**src/rtl/bvs_pkg.sv**
```systemverilog
// Package for the bencode value skipper: scan mode codes, byte roles,
// fault codes, character constants and the result record.
// No dependencies.
package bvs_pkg;

  typedef enum logic [4:0] {
    MODE_IDLE = 5'b00001,
    MODE_ELEM = 5'b00010,
    MODE_LEN  = 5'b00100,
    MODE_STR  = 5'b01000,
    MODE_INT  = 5'b10000
  } mode_t;

  localparam logic [2:0] ROLE_OPEN  = 3'd0;
  localparam logic [2:0] ROLE_CLOSE = 3'd1;
  localparam logic [2:0] ROLE_DIGIT = 3'd2;
  localparam logic [2:0] ROLE_SEP   = 3'd3;
  localparam logic [2:0] ROLE_STR   = 3'd4;
  localparam logic [2:0] ROLE_INT   = 3'd5;

  localparam logic [1:0] FAULT_NONE  = 2'd0;
  localparam logic [1:0] FAULT_DEPTH = 2'd1;
  localparam logic [1:0] FAULT_LEN   = 2'd2;
  localparam logic [1:0] FAULT_NUL   = 2'd3;

  localparam logic [7:0] CHAR_ZERO = 8'h30;
  localparam logic [7:0] CHAR_NINE = 8'h39;
  localparam logic [7:0] CHAR_E    = 8'h65;
  localparam logic [7:0] CHAR_I    = 8'h69;
  localparam logic [7:0] CHAR_L    = 8'h6C;
  localparam logic [7:0] CHAR_NUL  = 8'h00;

  typedef struct packed {
    logic       value_done;
    logic [6:0] nest_level;
    logic [2:0] byte_role;
    logic [1:0] fault;
  } result_t;

endpackage

```
**src/rtl/bvs_in_if.sv**
```systemverilog
// Byte channel of the bencode value skipper: valid/ready plus one byte.
// No dependencies.
interface bvs_in_if;
  logic       valid;
  logic       ready;
  logic [7:0] byte_in;

  modport source (output valid, output byte_in, input ready);
  modport sink (input valid, input byte_in, output ready);
endinterface

```
**src/rtl/bvs_out_if.sv**
```systemverilog
// Result channel of the bencode value skipper: valid/ready plus the
// per-byte classification fields.
// No dependencies.
interface bvs_out_if;
  logic       valid;
  logic       ready;
  logic       value_done;
  logic [6:0] nest_level;
  logic [2:0] byte_role;
  logic [1:0] fault;

  modport source (output valid, output value_done, output nest_level,
                  output byte_role, output fault, input ready);
  modport sink (input valid, input value_done, input nest_level,
                input byte_role, input fault, output ready);
endinterface

```
**src/rtl/bvs_step.sv**
```systemverilog
// Next-state and result logic for one byte of the bencode scan.
// Depends on bvs_pkg.
module bvs_step #(
  parameter int CW = 7,
  parameter int LB = 32,
  parameter int DEPTH_MAX = 64
) (
  input  bvs_pkg::mode_t   mode,
  input  logic [CW-1:0]    count,
  input  logic [LB-1:0]    left,
  input  logic [7:0]       byte_in,
  output bvs_pkg::mode_t   mode_next,
  output logic [CW-1:0]    count_next,
  output logic [LB-1:0]    left_next,
  output bvs_pkg::result_t result
);

  localparam logic [CW-1:0] DEPTH_LIM = CW'(DEPTH_MAX);

  logic          dec_byte;
  logic [3:0]    digit;
  logic [LB+3:0] left_ext;
  logic [LB+3:0] left_x10;
  logic          len_sat;
  logic [CW-1:0] count_dec;

  assign dec_byte  = (byte_in >= bvs_pkg::CHAR_ZERO) && (byte_in <= bvs_pkg::CHAR_NINE);
  assign digit     = 4'(byte_in - bvs_pkg::CHAR_ZERO);
  assign left_ext  = {4'b0, left};
  // 10*left + digit; saturate when it no longer fits in LB bits
  assign left_x10  = (left_ext << 3) + (left_ext << 1) + {{LB{1'b0}}, digit};
  assign len_sat   = |left_x10[LB+3:LB];
  assign count_dec = (count != '0) ? count - CW'(1) : count;

  always_comb begin
    mode_next         = mode;
    count_next        = count;
    left_next         = left;
    result.value_done = 1'b0;
    result.byte_role  = bvs_pkg::ROLE_OPEN;
    result.fault      = bvs_pkg::FAULT_NONE;
    case (mode)
      bvs_pkg::MODE_ELEM: begin
        if (byte_in == bvs_pkg::CHAR_NUL) begin
          result.byte_role  = bvs_pkg::ROLE_CLOSE;
          result.fault      = bvs_pkg::FAULT_NUL;
          result.value_done = 1'b1;
          count_next        = '0;
          mode_next         = bvs_pkg::MODE_IDLE;
        end else if (byte_in == bvs_pkg::CHAR_E) begin
          result.byte_role = bvs_pkg::ROLE_CLOSE;
          count_next       = count_dec;
          if (count_dec == '0) begin
            result.value_done = 1'b1;
            mode_next         = bvs_pkg::MODE_IDLE;
          end
        end else if (dec_byte) begin
          result.byte_role = bvs_pkg::ROLE_DIGIT;
          left_next        = {{(LB-4){1'b0}}, digit};
          mode_next        = bvs_pkg::MODE_LEN;
        end else if (byte_in == bvs_pkg::CHAR_I) begin
          result.byte_role = bvs_pkg::ROLE_INT;
          mode_next        = bvs_pkg::MODE_INT;
        end else begin
          // 'l', 'd' and anything else open a container
          result.byte_role = bvs_pkg::ROLE_OPEN;
          if (count >= DEPTH_LIM) begin
            result.fault      = bvs_pkg::FAULT_DEPTH;
            result.value_done = 1'b1;
            count_next        = '0;
            mode_next         = bvs_pkg::MODE_IDLE;
          end else begin
            count_next = count + CW'(1);
          end
        end
      end
      bvs_pkg::MODE_LEN: begin
        if (dec_byte) begin
          result.byte_role = bvs_pkg::ROLE_DIGIT;
          if (len_sat) begin
            left_next    = '1;
            result.fault = bvs_pkg::FAULT_LEN;
          end else begin
            left_next = left_x10[LB-1:0];
          end
        end else begin
          result.byte_role = bvs_pkg::ROLE_SEP;
          mode_next = (left == '0) ? bvs_pkg::MODE_ELEM : bvs_pkg::MODE_STR;
        end
      end
      bvs_pkg::MODE_STR: begin
        result.byte_role = bvs_pkg::ROLE_STR;
        left_next        = (left != '0) ? left - LB'(1) : left;
        if (left_next == '0) begin
          mode_next = bvs_pkg::MODE_ELEM;
        end
      end
      bvs_pkg::MODE_INT: begin
        result.byte_role = bvs_pkg::ROLE_INT;
        if (byte_in == bvs_pkg::CHAR_E) begin
          mode_next = bvs_pkg::MODE_ELEM;
        end
      end
      default: begin
        // first byte after idle opens the outer container
        result.byte_role = bvs_pkg::ROLE_OPEN;
        count_next       = CW'(1);
        left_next        = '0;
        mode_next        = bvs_pkg::MODE_ELEM;
      end
    endcase
    // report the level in 7 bits
    result.nest_level = 7'(count_next);
  end

endmodule

```
**src/rtl/bencode_value_skipper_core.sv**
```systemverilog
// Top level of the bencode value skipper: input byte register, scan
// state, result register and checks. Depends on bvs_pkg, bvs_in_if,
// bvs_out_if and bvs_step.

// Scans a bencoded byte stream one byte per cycle and returns one result
// per byte: its role (open, close, length digit, separator, string byte,
// integer byte), the nesting level after it, a done flag on the byte that
// closes the outermost container or stops the scan, and a fault code
// (nesting overflow past DEPTH_MAX, string length saturated at
// 2^LEN_BITS-1, or NUL at an element start). The first byte taken while
// idle always opens the outer container. Throughput is one byte per
// cycle while result ready stays high; each byte passes an input
// register and then the scan step into the result register, and a low
// result ready holds the result register and a full input register.
// The step reads and writes the scan state in the same cycle. Input
// ready follows result ready combinationally: a byte is taken whenever
// the input register is empty or moves on in the same cycle.
module bencode_value_skipper_core #(
  parameter int DEPTH_MAX = 64,
  parameter int LEN_BITS  = 32
) (
  input  logic            clk,
  input  logic            rst,
  bvs_in_if.sink          byte_chan,
  bvs_out_if.source       result_chan
);

  localparam int CW = $clog2(DEPTH_MAX + 1);

  // input register
  logic       in_valid;
  logic [7:0] in_byte;

  // scan state
  bvs_pkg::mode_t mode;
  logic [CW-1:0]  count;
  logic [LEN_BITS-1:0] left;

  // step outputs
  bvs_pkg::mode_t      mode_next;
  logic [CW-1:0]       count_next;
  logic [LEN_BITS-1:0] left_next;
  bvs_pkg::result_t    step_result;

  // result register
  logic             out_valid;
  bvs_pkg::result_t out_q;

  logic step_fire;
  logic in_take;

  // advance a byte through the step when the result slot is free or drains
  assign step_fire       = in_valid && (!out_valid || result_chan.ready);
  assign byte_chan.ready = !in_valid || step_fire;
  assign in_take         = byte_chan.valid && byte_chan.ready;

  bvs_step #(
    .CW(CW),
    .LB(LEN_BITS),
    .DEPTH_MAX(DEPTH_MAX)
  ) u_step (
    .mode(mode),
    .count(count),
    .left(left),
    .byte_in(in_byte),
    .mode_next(mode_next),
    .count_next(count_next),
    .left_next(left_next),
    .result(step_result)
  );

  // hold the accepted byte until the step consumes it
  always_ff @(posedge clk) begin
    if (rst) begin
      in_valid <= 1'b0;
    end else if (in_take) begin
      in_valid <= 1'b1;
    end else if (step_fire) begin
      in_valid <= 1'b0;
    end
  end

  always_ff @(posedge clk) begin
    if (in_take) begin
      in_byte <= byte_chan.byte_in;
    end
  end

  // commit scan state only when a byte actually moves through the step
  always_ff @(posedge clk) begin
    if (rst) begin
      mode  <= bvs_pkg::MODE_IDLE;
      count <= '0;
      left  <= '0;
    end else if (step_fire) begin
      mode  <= mode_next;
      count <= count_next;
      left  <= left_next;
    end
  end

  // result register: load on step, drop once the request is taken
  always_ff @(posedge clk) begin
    if (rst) begin
      out_valid <= 1'b0;
    end else if (step_fire) begin
      out_valid <= 1'b1;
    end else if (result_chan.ready) begin
      out_valid <= 1'b0;
    end
  end

  always_ff @(posedge clk) begin
    if (step_fire) begin
      out_q <= step_result;
    end
  end

  assign result_chan.valid      = out_valid;
  assign result_chan.value_done = out_q.value_done;
  assign result_chan.nest_level = out_q.nest_level;
  assign result_chan.byte_role  = out_q.byte_role;
  assign result_chan.fault      = out_q.fault;

  // idle always means no container is open
  a_idle_empty: assert property (@(posedge clk) disable iff (rst)
    (mode == bvs_pkg::MODE_IDLE) |-> (count == '0))
    else $error("open count nonzero while idle");

  // string mode always has bytes left to skip
  a_str_nonzero: assert property (@(posedge clk) disable iff (rst)
    (mode == bvs_pkg::MODE_STR) |-> (left != '0))
    else $error("string mode with zero bytes left");

  // a finished value leaves no container open
  a_done_level: assert property (@(posedge clk) disable iff (rst)
    (out_valid && out_q.value_done) |-> (out_q.nest_level == 7'd0))
    else $error("value done with open containers");

  // length saturation is only reported on a length digit
  a_sat_digit: assert property (@(posedge clk) disable iff (rst)
    (out_valid && out_q.fault == bvs_pkg::FAULT_LEN) |->
      (out_q.byte_role == bvs_pkg::ROLE_DIGIT))
    else $error("length fault on a non-digit byte");

endmodule

```
**src/flat_wrapper.sv**
```systemverilog
// flat-port wrapper written by rule: the top's interface ports become plain ports
module bencode_value_skipper_core_flat 
#(
  parameter int DEPTH_MAX = 64,
  parameter int LEN_BITS  = 32
)
  (clk, rst, byte_chan_valid, byte_chan_byte_in, byte_chan_ready, result_chan_valid, result_chan_value_done, result_chan_nest_level, result_chan_byte_role, result_chan_fault, result_chan_ready);
  bvs_in_if byte_chan_i ();
  bvs_out_if result_chan_i ();
  input  logic clk;
  input  logic rst;
  input wire logic [$bits(byte_chan_i.valid)-1:0] byte_chan_valid;
  input wire logic [$bits(byte_chan_i.byte_in)-1:0] byte_chan_byte_in;
  output wire logic [$bits(byte_chan_i.ready)-1:0] byte_chan_ready;
  output wire logic [$bits(result_chan_i.valid)-1:0] result_chan_valid;
  output wire logic [$bits(result_chan_i.value_done)-1:0] result_chan_value_done;
  output wire logic [$bits(result_chan_i.nest_level)-1:0] result_chan_nest_level;
  output wire logic [$bits(result_chan_i.byte_role)-1:0] result_chan_byte_role;
  output wire logic [$bits(result_chan_i.fault)-1:0] result_chan_fault;
  input wire logic [$bits(result_chan_i.ready)-1:0] result_chan_ready;
  assign byte_chan_i.valid = byte_chan_valid;
  assign byte_chan_i.byte_in = byte_chan_byte_in;
  assign byte_chan_ready = byte_chan_i.ready;
  assign result_chan_valid = result_chan_i.valid;
  assign result_chan_value_done = result_chan_i.value_done;
  assign result_chan_nest_level = result_chan_i.nest_level;
  assign result_chan_byte_role = result_chan_i.byte_role;
  assign result_chan_fault = result_chan_i.fault;
  assign result_chan_i.ready = result_chan_ready;
  bencode_value_skipper_core #(.DEPTH_MAX(DEPTH_MAX), .LEN_BITS(LEN_BITS)) u_core (.clk(clk), .rst(rst), .byte_chan(byte_chan_i), .result_chan(result_chan_i));
endmodule
```
**config.mk**
```make
export PLATFORM = sky130hd
export DESIGN_NAME = bencode_value_skipper_core_flat
export DESIGN_NICKNAME = d
export VERILOG_FILES = /design/src/rtl/bvs_pkg.sv /design/src/rtl/bvs_in_if.sv /design/src/rtl/bvs_out_if.sv /design/src/rtl/bvs_step.sv /design/src/rtl/bencode_value_skipper_core.sv /design/src/flat_wrapper.sv
export SDC_FILE = /design/constraint.sdc
export NUM_CORES = 1
export LEC_CHECK = 0
export BUFFER_PORTS_ARGS = -buffer_cell sky130_fd_sc_hd__buf_2
export CAP_MARGIN = 30
export CORE_MARGIN = 2
export CORE_UTILIZATION = 49
export DETAILED_ROUTE_END_ITERATION = 16
export PLACE_DENSITY_LB_ADDON = 0.05
export SETUP_SLACK_MARGIN = 0.3
export SYNTH_ARGS = -nofsm -noshare
export SYNTH_HDL_FRONTEND = slang
export SYNTH_SLANG_ARGS = --single-unit
```
**constraint.sdc**
```tcl
create_clock -name clk -period 3.6 [get_ports clk]
set_input_delay 0.72 -clock clk [delete_from_list [all_inputs] [get_ports clk]]
set_output_delay 0.72 -clock clk [all_outputs]
set_load 0.01 [all_outputs]
```
=== After elaboration in Yosys (flattened, before gate mapping) ===
Cells that the tools add are included.

* Bits of input ports: 12
* Output and inout bits: 15
* Register bits: 67

* $lt $le $gt $ge: 3
* Reduce and logical (&&, ||, !) cells: 19
* Eq/ne operators: 15
* $add $sub $neg: 6
* Muxes and demuxes: 48
* Bitwise operators: 1

{| class="wikitable"
|+ Operator list
! operator !! count
|-
| $mux 32 || 6
|-
| $pmux 32 s4 || 1
|-
| $logic_not 32->1 || 2
|-
| $mux 5 || 10
|-
| $mux 7 || 6
|-
| $add 35x33->36 || 1
|-
| $add 36x4->36 || 1
|-
| $reduce_bool 32->1 || 1
|-
| $sub 32x1->32 const B || 1
|-
| $pmux 5 s4 || 1
|-
| $eq 8x7->1 const B || 2
|-
| $mux 1 || 15
|-
| $ne 2x2->1 const B || 7
|-
| $pmux 7 s2 || 1
|-
| $pmux 3 s4 || 1
|-
| $reduce_and 6->1 || 2
|-
| $mux 3 || 3
|-
| $ge 8x6->1 const B || 1
|-
| $le 8x6->1 const B || 1
|-
| $logic_not 8->1 || 1
|-
| $add 7x1->7 const B || 1
|-
| $ge 7x7->1 const B || 1
|-
| $logic_not 7->1 || 1
|-
| $reduce_bool 7->1 || 1
|-
| 18 further kinds || 24
|}

=== Longest topological paths before layout ===
* Depth after elaboration: 7
* Gate-level depth with buffers: 14
* Mapped depth without buffers: 13

=== By module ===
Synthesis repeated with hierarchy kept, for this count alone.

* Cell total of the unflattened synthesis: 989
* Area, all modules: 7593.5 um^2

{| class="wikitable"
|+ Modules (own cells, without submodules)
! module !! seq. area each (um^2) !! instances !! cells an instance !! area each (um^2)
|-
| bvs_step || 0.0 || 1 || 767 || 4864.7
|-
| bencode_value_skipper_core || 1551.5 || 1 || 222 || 2728.9
|}

=== Least setup slack after synthesis ===
No wires, ideal clock.

* Path type: register to register
* From: reg u_core.in_byte[3]
* To: reg u_core.left[2]
* Data arrival time: 3.300 ns
* Setup time: 0.130 ns
* Cell stages (with the launch flop): 13
* Path buffers: 0
* Data required time: 3.470 ns
* Path slack: 0.170 ns
* Cells stage by stage: edfxtp_1 -> fa_1 -> inv_1 -> fa_1 -> nor2b_1 -> o31ai_1 -> a211o_1 -> a211o_1 -> and2_1 -> o221ai_1 -> o211ai_1 -> a2111oi_0 -> o31ai_1

* Word-level cells in the longest chain between the ends: 6
* Elaborated cells on any way between the ends: 16
* Those cells by class: add/sub: 2; order compare: 2; eq/ne: 5; mux: 3; reduce/logical: 4

{| class="wikitable"
|+ RTL lines
! item !! line !! RTL
|-
| from (decl) || bencode_value_skipper_core.sv:32 || <nowiki>logic [7:0] in_byte;</nowiki>
|-
| from (signal assigned) || bencode_value_skipper_core.sv:85 || <nowiki>in_byte <= byte_chan.byte_in;</nowiki>
|-
| $sub 4x1->4 || bvs_step.sv:28 || <nowiki>assign digit = 4'(byte_in - bvs_pkg::CHAR_ZERO);</nowiki>
|-
| $add 36x4->36 || bvs_step.sv:31 || <nowiki>assign left_x10 = (left_ext << 3) + (left_ext << 1) + {{LB{1'b0}}, digit};</nowiki>
|-
| $reduce_or 4->1 || bvs_step.sv:32 || <nowiki>assign len_sat = |left_x10[LB+3:LB];</nowiki>
|-
| $mux 32 || bvs_step.sv:80 || <nowiki>if (len_sat) begin</nowiki>
|-
| $mux 32 || bvs_step.sv:78 || <nowiki>if (dec_byte) begin</nowiki>
|-
| $pmux 32 s4 || bvs_step.sv:42 || <nowiki>case (mode)</nowiki>
|-
| to (signal assigned) || bencode_value_skipper_core.sv:98 || <nowiki>left <= left_next;</nowiki>
|-
| to (decl) || bencode_value_skipper_core.sv:37 || <nowiki>logic [LEN_BITS-1:0] left;</nowiki>
|}

Several ways; a longest one is shown, not always the timed one. The select of a mux whose other input is x is not followed.
A chain may end at the register's enable or synchronous reset.

=== Worst setup path in the final report ===
* From: reg u_core.in_byte[3]
* To: reg u_core.left[28]

Same word-level chain as after synthesis.

==> run summary <==
The number of nets with antenna violations after detailed routing is 0. The share of total power in the clock network was 51.8%. The gate count after technology mapping came out at 854. The number of synthesis warnings was 0. The synthesized design contains 21 enable-type register cells.

The final cell count without fillers is 1095. Setup repair after global routing could not meet its margin everywhere. In this run, the number of DRC markers left after iteration 0 of detailed routing was 803. The run gives 0.006506 ns as the final clock skew.

Dividing total power by cell area gives a power density of 262.3 nW/um2. For the number of antenna violations at the first check in global routing, the log shows 0. The total routed wirelength is 20.72 mm.

The cell count after placement came out at 1066. The ratio of routed vias to standard cells came out at 6.408. Dividing the detail-routed wire length by the instance count gives 18.92 um. TritonCTS built the clock tree.

The floorplan step set the die width to 119.1 um. Measured along the y axis, the die boundary spans 119.1 um. The final-report max-slew violation count is 0.

The tools report the H-tree depth as 3. After clock tree synthesis, the clock-pin slew on the worst setup and hold paths is 0.06 ns. Cell-internal power: 1.578 mW. The type of the worst setup path is reg2reg.

In this run the deepest clock path goes through 2 buffers. During placement, the flow inserted port buffers numbering 26. After detailed placement, the total cell area comes to 7097 um2. Entering global routing, the biggest net connects 26 pins. The tools report the register share of total power as 39.2%. In this run the power spent charging and discharging nets is 0.4854 mW.

The tools report the element type at the critical path end as a flop. Ranked by instance count, the synthesized netlist is headed by 92 x sky130_fd_sc_hd__o21ai_0, 82 x sky130_fd_sc_hd__a21oi_1, 77 x sky130_fd_sc_hd__nor2_1. The tools report the worst flop-to-flop path startpoint as u_core.in_byte[3]$_DFFE_PP_. The number of top-level pins came out at 27.

Per-instance average area after synthesis: 7.595 um2. The most numerous cell in the Yosys netlist was sky130_fd_sc_hd__o21ai_0. Tracing the worst setup path back leads to its startpoint at u_core.in_byte[3]$_DFFE_PP_. For this design the static power due to leakage is 3.391 nW.

The reg-to-reg setup timing slack was 0.02 ns. The repair_antennas step left the layout with diodes totalling 0. Counting the fill cells in the layout gives 1177. For the area taken by flip-flops and latches, the log shows 1551 um2. The worst min-delay path class is reg2reg. The number of global-route vias before repair came out at 6674.

The die covers 14170 um2. For the routability congestion estimate from global placement, the log shows 0.9366. The share of synthesized area in the top cell type comes to 14.20%. The shortest clock period the worst path allows after layout was 3.580 ns; the number of hold violations in the final report was 0.

The first-pass GRT wire length is 33.99 mm. In the final layout, the share of cells above drive strength 1 is 18.61%. STA puts the critical path data arrival time at 3.82 ns. Detailed placement ended at an HPWL of 14.65 mm.

Counting flops with an async set or reset pin after synthesis yields a share of 0%. The logs give 9.1% for the part of the power in combinational logic and 29.68% for the overall fraction of global-route tracks in use. The relative area change from synthesis to final layout is 21.24%. Across the run, the number of max-cap violations was 0.

The core region is 13090 um2. Counting instances, the worst hold path has a depth of 2. The flow ran to the end, and the final reports show no timing, DRC or antenna violations. Headroom to the max-slew limit came out at 61.97%. With fillers left out, the area of the finished cells amounts to 7864 um2. In this run the worst setup path terminates at u_core.left[28]$_SDFFE_PP0P_. The final layout net count is 994, and the share of the clock period used by the worst path after layout is 99.45%.

Setup violations remaining at the end of the flow were counted as 0. Measured slew at the worst slew-check pin: 0.5684 ns. The run gives 0 as the DRC violation count after routing.

The maximum fanout count along the critical path came out at 8. The worst endpoint required time was 3.84 ns. In this run the critical register-to-register path is captured at u_core.left[28]$_SDFFE_PP0P_. The logs give 0 for the post-cts hold buffer count and 7017 for the via total after detailed routing.

The logic depth of the worst register-to-register path was 13; the number of iterations in the first detailed-routing pass was 5. The multi-input gate area in the final layout came out at 4957 um2. The largest total area in the synthesized netlist belongs to sky130_fd_sc_hd__dfxtp_1. The logs give 42 for the placement row count and 279.3 MHz for the maximum clock rate. The tools report the number of buffers created by CTS as 9. Sorting the synthesized cells by area gives the leading types as sky130_fd_sc_hd__dfxtp_1 14%, sky130_fd_sc_hd__ha_1 13%, sky130_fd_sc_hd__edfxtp_1 9.7%.

Clock root buffer master: sky130_fd_sc_hd__clkbuf_16. In this run, synthesis produced a sequential element count of 67. Net switching is 23.53% of the power. The logs give 6486 um2 for the synthesized cell area and 934 for the net count after synthesis.

The dominant register cell in the synthesized netlist was sky130_fd_sc_hd__dfxtp_1. Sequential cells were found to cover 23.92% of the synthesized design area. Global routing finished with a remaining overflow of 0. The clock sink count was 67; the number of distinct standard cells referenced by the synthesized netlist was 66. Once the floorplan was initialized, standard cells occupied 49.57% of the core. The clock reaches the later pin of the worst-skew pair after 0.34 ns. The startpoint type of the worst setup path was a flop. IR analysis of the VDD net gives a maximum drop of 0.0002484 V.
per-stage QoR:
stage | setup slack, ns | power [mW] | utilization (%) | setup TNS, ns | hold slack [ns]
after floorplan | 0.3112 | 0.9364 | - | 0 | 0.4776
after global placement | -0.09327 | 0.9953 | 54.24 | -0.1616 | 0.4952
after detailed placement | -0.2192 | 0.9969 | 54.24 | -1.788 | 0.5101
after CTS | 0.02170 | 2.059 | 59.37 | 0 | 0.5184
after global routing | -0.1143 | 2.125 | 60.10 | -1.591 | 0.5372
final | 0.01986 | 2.063 | 60.10 | 0 | 0.5208
final cells by class:
cell class	count	share of cell area, %
Timing Repair Buffer	92	8.831
Clock buffer	12	3.675
Tap cell	176	2.800
Sequential cell	67	19.73
Inverter	20	0.9547
Multi-Input combinational cell	724	63.04
Clock inverter	4	0.9706
worst max-delay path: stages, from the launching register on:
cell	delay, ns
sky130_fd_sc_hd__edfxtp_1	0.42
sky130_fd_sc_hd__fa_1	0.51
sky130_fd_sc_hd__ha_1	0.34
sky130_fd_sc_hd__a211oi_1	0.21
sky130_fd_sc_hd__o21a_1	0.24
sky130_fd_sc_hd__a211oi_1	0.15
sky130_fd_sc_hd__o21ai_2	0.24
sky130_fd_sc_hd__mux2_2	0.38
sky130_fd_sc_hd__a22oi_1	0.16
sky130_fd_sc_hd__o211ai_1	0.19
sky130_fd_sc_hd__buf_4	0.21
sky130_fd_sc_hd__buf_12	0.15
sky130_fd_sc_hd__o2bb2ai_2	0.11
sky130_fd_sc_hd__a21o_1	0.15
timing repair:
item,CTS,global route
endpoints found under the setup margin,35,38
buffers inserted,7,2
gates cloned,4,0
resized for setup,77,20
pin swaps,45,9
logic make-up (layout without fill, tap and decap cells):
| family | count (synthesis) | count (layout) | share of synthesized area (%) |
|---|---|---|---|
| DFF | 67 | 67 | 23.92 |
| buffers and inverters | 63 | 128 | 3.781 |
| AOI/OAI and AO/OA | 293 | 293 | 27.80 |
| xor gates and xnor gates | 38 | 38 | 5.131 |
| adders and majority gates | 68 | 68 | 13.35 |
| muxes | 7 | 7 | 1.100 |
| and+or+nand+nor | 318 | 318 | 24.92 |
placed cells by master, fill, tap and decap left out, types with 17 or more instances in the layout:
cell type,netlist,final
sky130_fd_sc_hd__buf_4,0,61
sky130_fd_sc_hd__dfxtp_1,46,46
sky130_fd_sc_hd__o21ai_2,0,21
sky130_fd_sc_hd__a21oi_1,82,80
sky130_fd_sc_hd__nor3_1,37,34
sky130_fd_sc_hd__o21ai_0,92,58
sky130_fd_sc_hd__nand3_1,24,23
sky130_fd_sc_hd__inv_1,20,19
sky130_fd_sc_hd__buf_2,1,26
sky130_fd_sc_hd__nand2_1,73,72
sky130_fd_sc_hd__ha_1,66,65
sky130_fd_sc_hd__xnor2_1,24,24
sky130_fd_sc_hd__a21o_1,17,17
sky130_fd_sc_hd__nor2_1,77,76
sky130_fd_sc_hd__edfxtp_1,21,21
worst min-delay path by stage:
stage               slack [ns]                                    end                    startpoint
floorplan                 0.48            u_core.mode[2]$_SDFFE_PP0P_   u_core.mode[2]$_SDFFE_PP0P_
CTS                       0.52            u_core.mode[2]$_SDFFE_PP0P_   u_core.mode[2]$_SDFFE_PP0P_
global route              0.54            u_core.in_byte[2]$_DFFE_PP_          byte_chan_byte_in[2]
detailed placement        0.51            u_core.mode[2]$_SDFFE_PP0P_   u_core.mode[2]$_SDFFE_PP0P_
global placement          0.50            u_core.mode[2]$_SDFFE_PP0P_   u_core.mode[2]$_SDFFE_PP0P_
finish                    0.52  u_core.result_chan.valid$_SDFFE_PP0P_  u_core.in_valid$_SDFFE_PP0P_
registers in the layout, indices dropped and copies added (netlist names), 2 cells and up:
register / cells
u_core.result_chan.nest_level: 7
u_core.result_chan.byte_role: 3
u_core.result_chan.fault: 2
u_core.count: 7
u_core.left: 32
u_core.in_byte: 8
u_core.mode: 5
power groups by stage:
stage / logic, mW / clock network [mW] / registers [mW]
4_1_cts: 0.179 / 1.07 / 0.808
2_1_floorplan: 0.112 / 0 / 0.824
3_5_place_dp: 0.173 / 0 / 0.824
3_3_place_gp: 0.172 / 0 / 0.823
5_1_grt: 0.206 / 1.11 / 0.810
6_report: 0.187 / 1.07 / 0.808
per-layer routing:
metal  track usage (%)  up-vias  routed length [um]
li1                  -     3359                   -
met5                 0        -                   0
met3             6.226       47                1330
met2             47.88      248                9573
met4             8.705        0                 503
met1             39.99     3363                9309
No activity file was read; power rests on OpenSTA's default activity.
